--- config.mk ---
export PLATFORM = sky130hd
export DESIGN_NAME = clipped_pixel_blend_unit
export DESIGN_NICKNAME = d
export VERILOG_FILES = /design/src/design/cpb_pkg.sv /design/src/design/cpb_lane.sv /design/src/design/cpb_merge.sv /design/src/design/clipped_pixel_blend_unit.sv
export SDC_FILE = /design/constraint.sdc
export NUM_CORES = 1
export LEC_CHECK = 0
export BUFFER_PORTS_ARGS = -buffer_cell sky130_fd_sc_hd__buf_2
export CAP_MARGIN = 15
export CORE_ASPECT_RATIO = 0.8
export CORE_MARGIN = 4
export CORE_UTILIZATION = 50
export CTS_BUF_LIST = sky130_fd_sc_hd__clkbuf_4 sky130_fd_sc_hd__clkbuf_8
export DETAILED_ROUTE_END_ITERATION = 12
export GPL_TIMING_DRIVEN = 0
export PLACE_DENSITY = 0.75
export SYNTH_ARGS = -nofsm -noshare
export SYNTH_HDL_FRONTEND = slang
export SYNTH_HIERARCHICAL = 1
export SYNTH_SLANG_ARGS = --single-unit
--- constraint.sdc ---
create_clock -name aclk -period 7.95 [get_ports aclk]
set_clock_uncertainty 0.05 [all_clocks]
set_input_delay 0.3975 -clock aclk [delete_from_list [all_inputs] [get_ports aclk]]
set_output_delay 0.3975 -clock aclk [all_outputs]
set_load 0.05 [all_outputs]
--- src/design/cpb_pkg.sv ---
// ----------------------------------------------------------------------------
// cpb_pkg
// Shared types, codes and widths for the clipped pixel blend unit.
// ----------------------------------------------------------------------------
package cpb_pkg;

    localparam int CHAN_W    = 8;
    localparam int NUM_CHAN  = 3;
    localparam int COLOR_W   = CHAN_W * NUM_CHAN;
    localparam int COORD_W   = 16;
    localparam int CFG_IDX_W = 3;
    localparam int CFG_DATA_W = 16;
    localparam int MODE_W    = 3;
    localparam int STATUS_W  = 2;

    // blend modes
    localparam logic [MODE_W-1:0] MODE_ALPHA   = 3'd0;
    localparam logic [MODE_W-1:0] MODE_SUB     = 3'd1;
    localparam logic [MODE_W-1:0] MODE_REV_SUB = 3'd2;
    localparam logic [MODE_W-1:0] MODE_MIN     = 3'd3;
    localparam logic [MODE_W-1:0] MODE_MAX     = 3'd4;

    // result status codes
    localparam logic [STATUS_W-1:0] STATUS_WRITTEN = 2'd0;
    localparam logic [STATUS_W-1:0] STATUS_CLIPPED = 2'd1;
    localparam logic [STATUS_W-1:0] STATUS_NO_BACK = 2'd2;

    // configuration register indexes
    localparam logic [CFG_IDX_W-1:0] REG_CLIP_LEFT    = 3'd0;
    localparam logic [CFG_IDX_W-1:0] REG_CLIP_RIGHT   = 3'd1;
    localparam logic [CFG_IDX_W-1:0] REG_CLIP_TOP     = 3'd2;
    localparam logic [CFG_IDX_W-1:0] REG_CLIP_BOTTOM  = 3'd3;
    localparam logic [CFG_IDX_W-1:0] REG_BLEND_ENABLE = 3'd4;
    localparam logic [CFG_IDX_W-1:0] REG_BLEND_MODE   = 3'd5;
    localparam logic [CFG_IDX_W-1:0] REG_BLEND_ALPHA  = 3'd6;

    // per-channel blend control shared by all lanes
    typedef struct packed {
        logic [MODE_W-1:0] mode;
        logic [CHAN_W-1:0] alpha;
    } blend_ctrl_t;

    // inclusive clip rectangle
    typedef struct packed {
        logic signed [COORD_W-1:0] left;
        logic signed [COORD_W-1:0] right;
        logic signed [COORD_W-1:0] top;
        logic signed [COORD_W-1:0] bottom;
    } clip_rect_t;

    // merged result handed to the output register
    typedef struct packed {
        logic                write_enable;
        logic [COLOR_W-1:0]  color;
        logic [STATUS_W-1:0] status;
    } pix_result_t;

endpackage

--- src/design/cpb_lane.sv ---
// ----------------------------------------------------------------------------
// cpb_lane
// One 8-bit color channel blend: alpha add, saturating subtracts, min, max.
// ----------------------------------------------------------------------------
module cpb_lane (
    input  logic [cpb_pkg::CHAN_W-1:0] back_ch,
    input  logic [cpb_pkg::CHAN_W-1:0] fore_ch,
    input  cpb_pkg::blend_ctrl_t       ctrl,
    output logic [cpb_pkg::CHAN_W-1:0] mix_ch
);

    localparam int PROD_W = 2 * cpb_pkg::CHAN_W + 1;

    logic [cpb_pkg::CHAN_W:0]   inv_alpha;
    logic [PROD_W-1:0]          alpha_sum;
    logic                       back_gt;
    logic                       fore_gt;

    // weighted sum, background weight alpha, foreground weight 256 - alpha
    assign inv_alpha = (cpb_pkg::CHAN_W+1)'(1 << cpb_pkg::CHAN_W)
                       - {1'b0, ctrl.alpha};
    assign alpha_sum = PROD_W'(back_ch) * PROD_W'(ctrl.alpha)
                       + PROD_W'(fore_ch) * PROD_W'(inv_alpha);

    assign back_gt = back_ch > fore_ch;
    assign fore_gt = fore_ch > back_ch;

    // mode select, unused codes fall back to alpha add
    always_comb begin
        case (ctrl.mode)
            cpb_pkg::MODE_SUB:     mix_ch = back_gt ? back_ch - fore_ch : '0;
            cpb_pkg::MODE_REV_SUB: mix_ch = fore_gt ? fore_ch - back_ch : '0;
            cpb_pkg::MODE_MIN:     mix_ch = fore_gt ? back_ch : fore_ch;
            cpb_pkg::MODE_MAX:     mix_ch = back_gt ? back_ch : fore_ch;
            default:               mix_ch = alpha_sum[2*cpb_pkg::CHAN_W-1:cpb_pkg::CHAN_W];
        endcase
    end

endmodule

--- src/design/cpb_merge.sv ---
// ----------------------------------------------------------------------------
// cpb_merge
// Combines the lane outputs with the clip test and background check.
// ----------------------------------------------------------------------------
module cpb_merge (
    input  logic signed [cpb_pkg::COORD_W-1:0] pixel_x,
    input  logic signed [cpb_pkg::COORD_W-1:0] pixel_y,
    input  logic [cpb_pkg::COLOR_W-1:0]        fore_color,
    input  logic                               back_valid,
    input  logic [cpb_pkg::COLOR_W-1:0]        lane_color,
    input  cpb_pkg::clip_rect_t                clip,
    input  logic                               blend_enable,
    output cpb_pkg::pix_result_t               result
);

    logic outside;

    // inclusive rectangle test, signed compares
    assign outside = (pixel_x < clip.left) || (pixel_x > clip.right) ||
                     (pixel_y < clip.top)  || (pixel_y > clip.bottom);

    // priority: clip, pass-through, missing background, blend
    always_comb begin
        result.write_enable = 1'b0;
        result.color        = '0;
        result.status       = cpb_pkg::STATUS_WRITTEN;
        if (outside) begin
            result.status = cpb_pkg::STATUS_CLIPPED;
        end else if (!blend_enable) begin
            result.write_enable = 1'b1;
            result.color        = fore_color;
        end else if (!back_valid) begin
            result.status = cpb_pkg::STATUS_NO_BACK;
        end else begin
            result.write_enable = 1'b1;
            result.color        = lane_color;
        end
    end

endmodule

--- src/design/clipped_pixel_blend_unit.sv ---
// ----------------------------------------------------------------------------
// clipped_pixel_blend_unit
// An input transfer's result is registered and presented on the m_ side in the cycle after.
// Throughput: one pixel per cycle while m_tready is high; three channel lanes and
// the clip test run in parallel ahead of a single output register.
// Reset: aresetn low clears the output valid and all clip/blend registers to 0.
// ----------------------------------------------------------------------------
module clipped_pixel_blend_unit (
    input  logic        aclk,
    input  logic        aresetn,
    // configuration write port
    input  logic                            cfg_wr_en,
    input  logic [cpb_pkg::CFG_IDX_W-1:0]   cfg_addr,
    input  logic [cpb_pkg::CFG_DATA_W-1:0]  cfg_data,
    // pixel input
    input  logic        s_tvalid,
    output logic        s_tready,
    input  logic [79:0] s_tdata,   // pixel_x[15:0], pixel_y[31:16], fore_color[55:32],
                                   // bg_color[79:56]
    input  logic [0:0]  s_tuser,   // back_valid[0]
    // result output
    output logic        m_tvalid,
    input  logic        m_tready,
    output logic [55:0] m_tdata,   // out_x[15:0], out_y[31:16], out_color[55:32]
    output logic [2:0]  m_tuser    // write_enable[0], status[2:1]
);

    localparam int CW = cpb_pkg::CHAN_W;

    // configuration registers
    cpb_pkg::clip_rect_t  clip_reg;
    logic                 blend_enable_reg;
    cpb_pkg::blend_ctrl_t ctrl_reg;

    // input fields
    logic signed [cpb_pkg::COORD_W-1:0] pixel_x;
    logic signed [cpb_pkg::COORD_W-1:0] pixel_y;
    logic [cpb_pkg::COLOR_W-1:0]        fore_color;
    logic [cpb_pkg::COLOR_W-1:0]        bg_color;
    logic [cpb_pkg::COLOR_W-1:0]        lane_color;
    cpb_pkg::pix_result_t               result;

    // output register
    logic                               m_valid_reg;
    logic [cpb_pkg::COORD_W-1:0]        out_x_reg;
    logic [cpb_pkg::COORD_W-1:0]        out_y_reg;
    cpb_pkg::pix_result_t               out_res_reg;
    logic                               s_xfer;

    assign pixel_x    = s_tdata[15:0];
    assign pixel_y    = s_tdata[31:16];
    assign fore_color = s_tdata[55:32];
    assign bg_color   = s_tdata[79:56];

    // configuration writes
    always_ff @(posedge aclk) begin
        if (!aresetn) begin
            clip_reg         <= '0;
            blend_enable_reg <= 1'b0;
            ctrl_reg         <= '0;
        end else if (cfg_wr_en) begin
            case (cfg_addr)
                cpb_pkg::REG_CLIP_LEFT:    clip_reg.left   <= cfg_data;
                cpb_pkg::REG_CLIP_RIGHT:   clip_reg.right  <= cfg_data;
                cpb_pkg::REG_CLIP_TOP:     clip_reg.top    <= cfg_data;
                cpb_pkg::REG_CLIP_BOTTOM:  clip_reg.bottom <= cfg_data;
                cpb_pkg::REG_BLEND_ENABLE: blend_enable_reg <= cfg_data[0];
                cpb_pkg::REG_BLEND_MODE:   ctrl_reg.mode   <= cfg_data[cpb_pkg::MODE_W-1:0];
                cpb_pkg::REG_BLEND_ALPHA:  ctrl_reg.alpha  <= cfg_data[CW-1:0];
                default: ;
            endcase
        end
    end

    // one blend lane per color channel
    for (genvar ch = 0; ch < cpb_pkg::NUM_CHAN; ch++) begin : g_lane
        cpb_lane u_lane (
            .back_ch (bg_color[ch*CW +: CW]),
            .fore_ch (fore_color[ch*CW +: CW]),
            .ctrl    (ctrl_reg),
            .mix_ch  (lane_color[ch*CW +: CW])
        );
    end

    cpb_merge u_merge (
        .pixel_x      (pixel_x),
        .pixel_y      (pixel_y),
        .fore_color   (fore_color),
        .back_valid   (s_tuser[0]),
        .lane_color   (lane_color),
        .clip         (clip_reg),
        .blend_enable (blend_enable_reg),
        .result       (result)
    );

    // output register, refilled whenever empty or being drained
    assign s_tready = !m_valid_reg || m_tready;
    assign s_xfer   = s_tvalid && s_tready;

    always_ff @(posedge aclk) begin
        if (!aresetn) begin
            m_valid_reg <= 1'b0;
        end else if (s_tready) begin
            m_valid_reg <= s_tvalid;
        end
    end

    always_ff @(posedge aclk) begin
        if (s_xfer) begin
            out_x_reg   <= pixel_x;
            out_y_reg   <= pixel_y;
            out_res_reg <= result;
        end
    end

    assign m_tvalid = m_valid_reg;
    assign m_tdata  = {out_res_reg.color, out_y_reg, out_x_reg};
    assign m_tuser  = {out_res_reg.status, out_res_reg.write_enable};

    // a write always reports the written status
    a_we_status: assert property (@(posedge aclk) disable iff (!aresetn)
        m_tvalid && m_tuser[0] |-> m_tuser[2:1] == cpb_pkg::STATUS_WRITTEN)
        else $error("write enable with non-written status");

    // a rejected pixel carries a zero color and a reject status
    a_reject_zero: assert property (@(posedge aclk) disable iff (!aresetn)
        m_tvalid && !m_tuser[0] |->
            m_tdata[55:32] == '0 &&
            (m_tuser[2:1] == cpb_pkg::STATUS_CLIPPED ||
             m_tuser[2:1] == cpb_pkg::STATUS_NO_BACK))
        else $error("rejected pixel with bad color or status");

    // an accepted pixel is presented on the next cycle
    a_accept_out: assert property (@(posedge aclk) disable iff (!aresetn)
        s_tvalid && s_tready |=> m_tvalid)
        else $error("accepted pixel not presented");

    // coordinates follow the accepted item
    a_coord_copy: assert property (@(posedge aclk) disable iff (!aresetn)
        s_tvalid && s_tready |=> m_tdata[31:0] == $past(s_tdata[31:0]))
        else $error("coordinates not copied");

endmodule

==> flow_metrics.tcl, run 1 <==
set metrics [dict create \
    synth_warn 6 \
    numCtsBuffers 17 \
    tritoncts "built" \
    crit_path_end_kind "register" \
    vias 19044 \
    clock_insertion_delay_worst_skew_ns 0.48 \
    synth-xor-area-share 0.0268 \
    rd_place_congestion 0.988 \
    fin_ws_ns 0.136 \
    clkTransAtPathRegs_ns 0.09 \
    synthesis.instances 2628 \
    post_drt_via_cell_ratio 5.53 \
    antenna_violating_nets_post_route 0 \
    num_antenna_cells 0 \
    async_flop_share 0 \
    io_buffers 164 \
    area_share_of_and_or_nand_nor_cells_after_synthesis 0.176 \
    timing.critical_path.mode_cell "sky130_fd_sc_hd__fa_1" \
    grt_antenna_before_repair 1 \
    power.density_cell_area_nw_per_um2 132 \
    synth_compound_area_frac 0.0953 \
    power_leakage_nw 12.8 \
    drtIter0Drc 1623 \
    setup_violations 0 \
    synth_seq_area_share 0.141 \
    holdBufCountCts 0 \
    drive_above_1_share 0.122 \
    shortest_period_the_worst_path_allows_ns 7.81 \
    post_synth_top_area_cell "sky130_fd_sc_hd__fa_1" \
    worst-slew-pin-transition_ns 1.29 \
    cp_max_fo 10 \
    drt_first_pass_iters 6 \
    grt_first_pass_wirelength_mm 107 \
    tritoncts_num_sinks 136 \
    synth_seq_cells 136 \
    critPathKind "register to register" \
    grt_util_all_layers 0.263 \
    maximum_number_of_pins_on_one_net_before_global_route_repair 60 \
    critPathSlowestCell "sky130_fd_sc_hd__fa_1" \
    routed_wirelength_mm 66.4 \
    top_level_port_count 166 \
    worstPathArrival_ns 7.99 \
    period_share 0.983 \
    die_width_um 250 \
    fin_util 0.558 \
    hold_violations 0 \
    overflow 0 \
    dp_hpwl_mm 54.2 \
    clock-root-buffer "sky130_fd_sc_hd__clkbuf_8" \
    post_synth_main_area_contributors "sky130_fd_sc_hd__fa_1 26%, sky130_fd_sc_hd__ha_1 15%, sky130_fd_sc_hd__inv_1 8.7%" \
    mappedNetlistNets 3329 \
    hold_ws_ns 0.0831 \
    hold_removal_path_class "input port to register" \
    areaGrowthSynthToFinish_pct 9.52 \
    mux_cell_area_share_after_synthesis 0.0341 \
    top_delay_family_on_crit_path "adder cells" \
    largest_register_ff_count 64 \
    clock_path_buffers 2 \
    fp.coreArea_sq_um 46100 \
    grt_util_met1 0.372 \
    outcome "complete, no violations" \
    cp_data_required_time_ns 8.13 \
    ir_drop_v 0.000163 \
    die-area_sq_um 50500 \
    netlist.area_leader.share 0.264 \
    globalRouteMet3Util 0.0549 \
    row_count 70 \
    synthMostInstantiatedCell "sky130_fd_sc_hd__inv_1" \
    die_y_um 202 \
    synth_top_flop_cell "sky130_fd_sc_hd__dfxtp_1" \
    netlist_top_cells_count "542 x sky130_fd_sc_hd__inv_1, 321 x sky130_fd_sc_hd__nand2_1, 309 x sky130_fd_sc_hd__fa_1" \
    detail_routed_net_length_per_standard_cell_um 19.3 \
    grt_most_used_layer "met2" \
    critPathBufInv 6 \
    report.final.slew_viol_count 0 \
    grt_met2_usage 0.415 \
    placement_cell_area_sq_um 25000 \
    synth_fa_ha_area_frac 0.417 \
    synth-edff-count 59 \
    cts-htree-levels 4 \
    floorplan.initialDensity 0.509 \
    drc_errors 0 \
    grt_pass1_vias 20024 \
    detailedPlace.worstSlack_ns -0.702 \
    final_cell_area_sq_um 25700 \
    slew_headroom 0.138 \
    maxCapViolCount 0 \
    syn_area_per_cell_sq_um 8.92 \
    fmax_ghz 0.128 \
    finalNetCount 3518 \
    combinational_family_with_the_most_area_after_synthesis "adder cells" \
    synth.distinct_cells 104 \
    synth.cell_area_sq_um 23500 \
    critical_path.startpoint_type "register" \
    worst_path_largest_cell_delay_ns 0.56 \
]
-- cell type report --
class                           instances  area, sq um
Clock inverter                         14          131
Inverter                              544         2050
Sequential cell                       136         3330
Multi-Input combinational cell       1840        17800
Clock buffer                           18          248
Fill cell                            4170        20400
Buffer                                108          527
Tap cell                              612          766
Timing Repair Buffer                  170          866
-- path summary, 6_finish.rpt --
kind / startpoint / to / slack [ns] / cells past startpoint
max: ctrl_reg[0] / m_tdata[43] / 0.14 / 25
min: s_tdata[24] / out_y_reg[8] / 0.08 / 1
max reg2reg: ctrl_reg[0] / m_tdata[43] / 0.14 / 25
min reg2reg: clip_reg[54] / clip_reg[54] / 0.41 / 2
-- where the power goes --
group,internal (W),total [W],switching (W),leakage [nW]
Sequential,0.000756,0.000772,0.0000156,1.21
Combinational,0.000809,0.00205,0.00124,11.4
Clock,0.000238,0.000564,0.000326,0.196
-- through the flow --
stage / TNS (ns) / total power [W] / cells
after CTS: 0 / 0.00335 / 3436
after floorplan: 0 / 0.00225 / 2628
final: 0 / 0.00339 / 3442
after global placement: -4.67 / 0.00272 / 3404
after detailed placement: -5.56 / 0.00277 / 3404
after global routing: -0.0108 / 0.00368 / 3442
-- repair_timing --
item,4_1_cts,5_1_grt
pin swaps,0,13
endpoints found under the setup margin,20,14
setup buffers,0,6
gates resized for setup,12,41
endpoints found under the hold margin,0,0
-- logic make-up (layout without fill, tap and decap cells) --
family	count (synthesis)	in the layout
AND/OR/NAND/NOR	784	784
buffers and inverters	652	854
adder cells (fa/ha/maj)	596	596
AO/OA/AOI/OAI	310	310
flip-flops	136	136
multiplexers	80	80
XOR/XNOR	70	70
-- layer usage --
layer | vias up | share of wire
li1 | 8781 | -
met2 | 753 | 0.46
met4 | 2 | 0.023
met1 | 9403 | 0.44
met5 | - | 0.00020
met3 | 105 | 0.081
-- cells in the final DEF, fill, tap and decap left out, types with 12 or more instances in the layout --
cell                         n
sky130_fd_sc_hd__buf_4      12
sky130_fd_sc_hd__xnor2_1    44
sky130_fd_sc_hd__a211oi_1   14
sky130_fd_sc_hd__a21o_1     16
sky130_fd_sc_hd__clkbuf_1   71
sky130_fd_sc_hd__edfxtp_1   59
sky130_fd_sc_hd__a21oi_1    87
sky130_fd_sc_hd__mux2i_1    80
sky130_fd_sc_hd__nor2_1     86
sky130_fd_sc_hd__xor2_1     14
sky130_fd_sc_hd__inv_1     539
sky130_fd_sc_hd__dfxtp_1    71
sky130_fd_sc_hd__o21ai_0    38
sky130_fd_sc_hd__nor3_1     19
sky130_fd_sc_hd__buf_2     179
sky130_fd_sc_hd__nor2b_1    29
sky130_fd_sc_hd__nor3_2     20
sky130_fd_sc_hd__nand2_1   321
sky130_fd_sc_hd__nand3_1    17
sky130_fd_sc_hd__nand2b_1   12
sky130_fd_sc_hd__and2_1    185
sky130_fd_sc_hd__nand4_1    16
sky130_fd_sc_hd__clkbuf_8   18
sky130_fd_sc_hd__fa_1      309
sky130_fd_sc_hd__ha_1      286
No activity file was read; power rests on OpenSTA's default activity.
==> inputs of run 2 (changes only) <==
--- a/config.mk
+++ b/config.mk
@@ -8,7 +8,6 @@
 export BUFFER_PORTS_ARGS = -buffer_cell sky130_fd_sc_hd__buf_2
 export CAP_MARGIN = 15
 export CORE_ASPECT_RATIO = 0.8
-export CORE_MARGIN = 4
 export CORE_UTILIZATION = 50
 export CTS_BUF_LIST = sky130_fd_sc_hd__clkbuf_4 sky130_fd_sc_hd__clkbuf_8
 export DETAILED_ROUTE_END_ITERATION = 12
==> constraint.sdc (replaced) <==
create_clock -name aclk -period 9.6 [get_ports aclk]
set_clock_uncertainty 0.05 [all_clocks]
set_input_delay 0.48 -clock aclk [delete_from_list [all_inputs] [get_ports aclk]]
set_output_delay 0.48 -clock aclk [all_outputs]
set_load 0.05 [all_outputs]
==> run 2 against run 1 <==
Against the previous run: largest power group unchanged; final cell count decreased by 0.17%; non-clock buffer count is 6 lower; count of clock-buffer cells in the layout is the same; hold slack improved by 0.078 ns; worst setup slack improved by 0.73 ns; clock power down 12%; sequential cell count is the same; first-iteration DRC count rose by 4.7%; register-to-register slack improved by 0.73 ns; highest routed layer is now met4.
==> flow_metrics.tcl, run 2 (synthesis results as in run 1) <==
set metrics [dict create \
    outcome "complete, no violations" \
    cp_data_required_time_ns 9.79 \
    report.final.slew_viol_count 0 \
    cp_max_fo 18 \
    setup_violations 0 \
    num_antenna_cells 0 \
    layout.cells.most_common_list "542 x sky130_fd_sc_hd__inv_1, 321 x sky130_fd_sc_hd__nand2_1, 309 x sky130_fd_sc_hd__fa_1, 287 x sky130_fd_sc_hd__ha_1, 185 x sky130_fd_sc_hd__and2_1" \
    globalRouteMet3Util 0.0410 \
    tritoncts "built" \
    ir_drop_v 0.000119 \
    die-area_sq_um 47800 \
    clock_path_buffers 2 \
    multi_input_comb_area_sq_um 17600 \
    setup_total_negative_slack_ns 0 \
    grt_util_met1 0.402 \
    dp_cells 3404 \
    maximum_number_of_pins_on_one_net_before_global_route_repair 60 \
    top_level_port_count 166 \
    dp_hpwl_mm 53.8 \
    grt_first_pass_wirelength_mm 106 \
    shortest_period_the_worst_path_allows_ns 8.73 \
    largest_register_ff_count 64 \
    finalNetCount 3512 \
    hold_removal_path_class "input port to register" \
    drive_above_1_share 0.108 \
    numCtsBuffers 17 \
    power_leakage_nw 12.7 \
    row_count 70 \
    grt_util_all_layers 0.284 \
    rd_place_congestion 0.984 \
    critPathKind "register to register" \
    clkTransAtPathRegs_ns 0.10 \
    cts_resized 0 \
    areaGrowthSynthToFinish_pct 8.49 \
    detail_routed_net_length_per_standard_cell_um 19.2 \
    grt_antenna_before_repair 0 \
    register_area_sq_um 3310 \
    drc_errors 0 \
    tritoncts_num_sinks 136 \
    post_layout_nonfiller_instances 3436 \
    clock_insertion_delay_worst_skew_ns 0.49 \
    post_drt_via_cell_ratio 5.62 \
    drtIter0Drc 1700 \
    slew_headroom 0.183 \
    holdBufCountCts 0 \
    clock-root-buffer "sky130_fd_sc_hd__clkbuf_8" \
    floorplan.initialDensity 0.510 \
    postCtsSetupBuffers 0 \
    routed_wirelength_mm 66.1 \
    vias 19300 \
    rsz_0062_raised_after_global_routing "false" \
    grt_met2_usage 0.449 \
    hold_violations 0 \
    die_width_um 244 \
    worstPathArrival_ns 8.91 \
    io_buffers 164 \
    cts-htree-levels 4 \
    worst-slew-pin-transition_ns 1.22 \
    die_y_um 196 \
    drt_first_pass_iters 6 \
    grt_most_used_layer "met2" \
    crit_path_end_kind "register" \
    critical_path.startpoint_type "register" \
    most_common_library_cell_in_the_layout_ignoring_fill_and_taps "sky130_fd_sc_hd__inv_1" \
    maxCapViolCount 0 \
    overflow 0 \
    fp.coreArea_sq_um 46000 \
    timing.reg2reg.setup_slack_ns 0.87 \
    antenna_violating_nets_post_route 0 \
    layout_filler_cell_count 4110 \
    power.density_cell_area_nw_per_um2 110 \
    grt_pass1_vias 19919 \
    period_share 0.909 \
    fmax_ghz 0.115 \
]
## run 2: cell types whose count changed in the layout (fill, tap and decap cells not counted), sizes merged
cell | previous run | this run
bufinv | 0 | 1
inv | 551 | 555
clkinv | 6 | 2
clkinvlp | 1 | 0
buf | 204 | 197
clkbuf | 92 | 93
## run 2: per-stage QoR
| step | power [W] | area, sq um | util | setup WS (ns) | hold WS (ns) |
|---|---|---|---|---|---|
| 3_3_place_gp | 0.00224 | 25000 | 0.545 | 1.13 | 0.394 |
| 3_5_place_dp | 0.00229 | 25000 | 0.545 | 1.00 | 0.399 |
| 5_1_grt | 0.00303 | 25400 | 0.553 | 0.470 | 0.128 |
| 6_report | 0.00280 | 25400 | 0.553 | 0.871 | 0.161 |
| 2_1_floorplan | 0.00186 | 23500 | - | 2.41 | 0.385 |
| 4_1_cts | 0.00279 | 25400 | 0.553 | 0.958 | 0.128 |
## run 2: worst max-delay path: stages (launching register included)
cell and delay (ns):
sky130_fd_sc_hd__dfxtp_1 1.06, sky130_fd_sc_hd__inv_1 0.32, sky130_fd_sc_hd__ha_1 0.35, sky130_fd_sc_hd__or3b_1 0.27, sky130_fd_sc_hd__nor3_1 0.08, sky130_fd_sc_hd__xnor2_1 0.63, sky130_fd_sc_hd__nand2_1 0.17, sky130_fd_sc_hd__fa_1 0.55
sky130_fd_sc_hd__fa_1 0.53, sky130_fd_sc_hd__inv_1 0.05, sky130_fd_sc_hd__fa_1 0.48, sky130_fd_sc_hd__fa_1 0.54, sky130_fd_sc_hd__fa_1 0.55, sky130_fd_sc_hd__inv_1 0.06, sky130_fd_sc_hd__fa_1 0.53, sky130_fd_sc_hd__inv_1 0.04
sky130_fd_sc_hd__ha_1 0.32, sky130_fd_sc_hd__o21ai_0 0.15, sky130_fd_sc_hd__nor2_1 0.10, sky130_fd_sc_hd__or4_4 0.46, sky130_fd_sc_hd__a31oi_4 0.27, sky130_fd_sc_hd__o21ai_2 0.16, sky130_fd_sc_hd__a2111oi_4 0.37, sky130_fd_sc_hd__a211oi_2 0.07
sky130_fd_sc_hd__a21oi_1 0.21, sky130_fd_sc_hd__nor3_2 0.07
## run 2: metal layers
layer / vias up / part of all wire
met5: - / 0
met2: 826 / 0.46
met3: 115 / 0.075
met4: 0 / 0.024
met1: 9609 / 0.44
li1: 8750 / -
## run 2: layout make-up
| type | count | share of cell area |
|---|---|---|
| inverter | 544 | 0.0803 |
| multi-input combinational | 1840 | 0.691 |
| clock inverter | 14 | 0.00605 |
| tap | 612 | 0.0301 |
| timing repair buffer | 164 | 0.0323 |
| sequential | 136 | 0.130 |
| clock buffer | 18 | 0.00974 |
| buffer | 108 | 0.0204 |
## run 2: worst paths after layout
kind / startpoint / endpoint / cells past startpoint
worst max-delay path: ctrl_reg[1] / m_tdata[38] / 25
worst min register to register: clip_reg[36] / clip_reg[36] / 2
worst min-delay path: s_tdata[3] / out_x_reg[3] / 1
worst max register to register: ctrl_reg[1] / m_tdata[38] / 25
## run 2: power by group
part	switching [W]	leakage [nW]	total, W	internal [W]
registers	0.0000130	1.20	0.000639	0.000626
clock network	0.000274	0.210	0.000498	0.000224
logic	0.00101	11.3	0.00166	0.000659
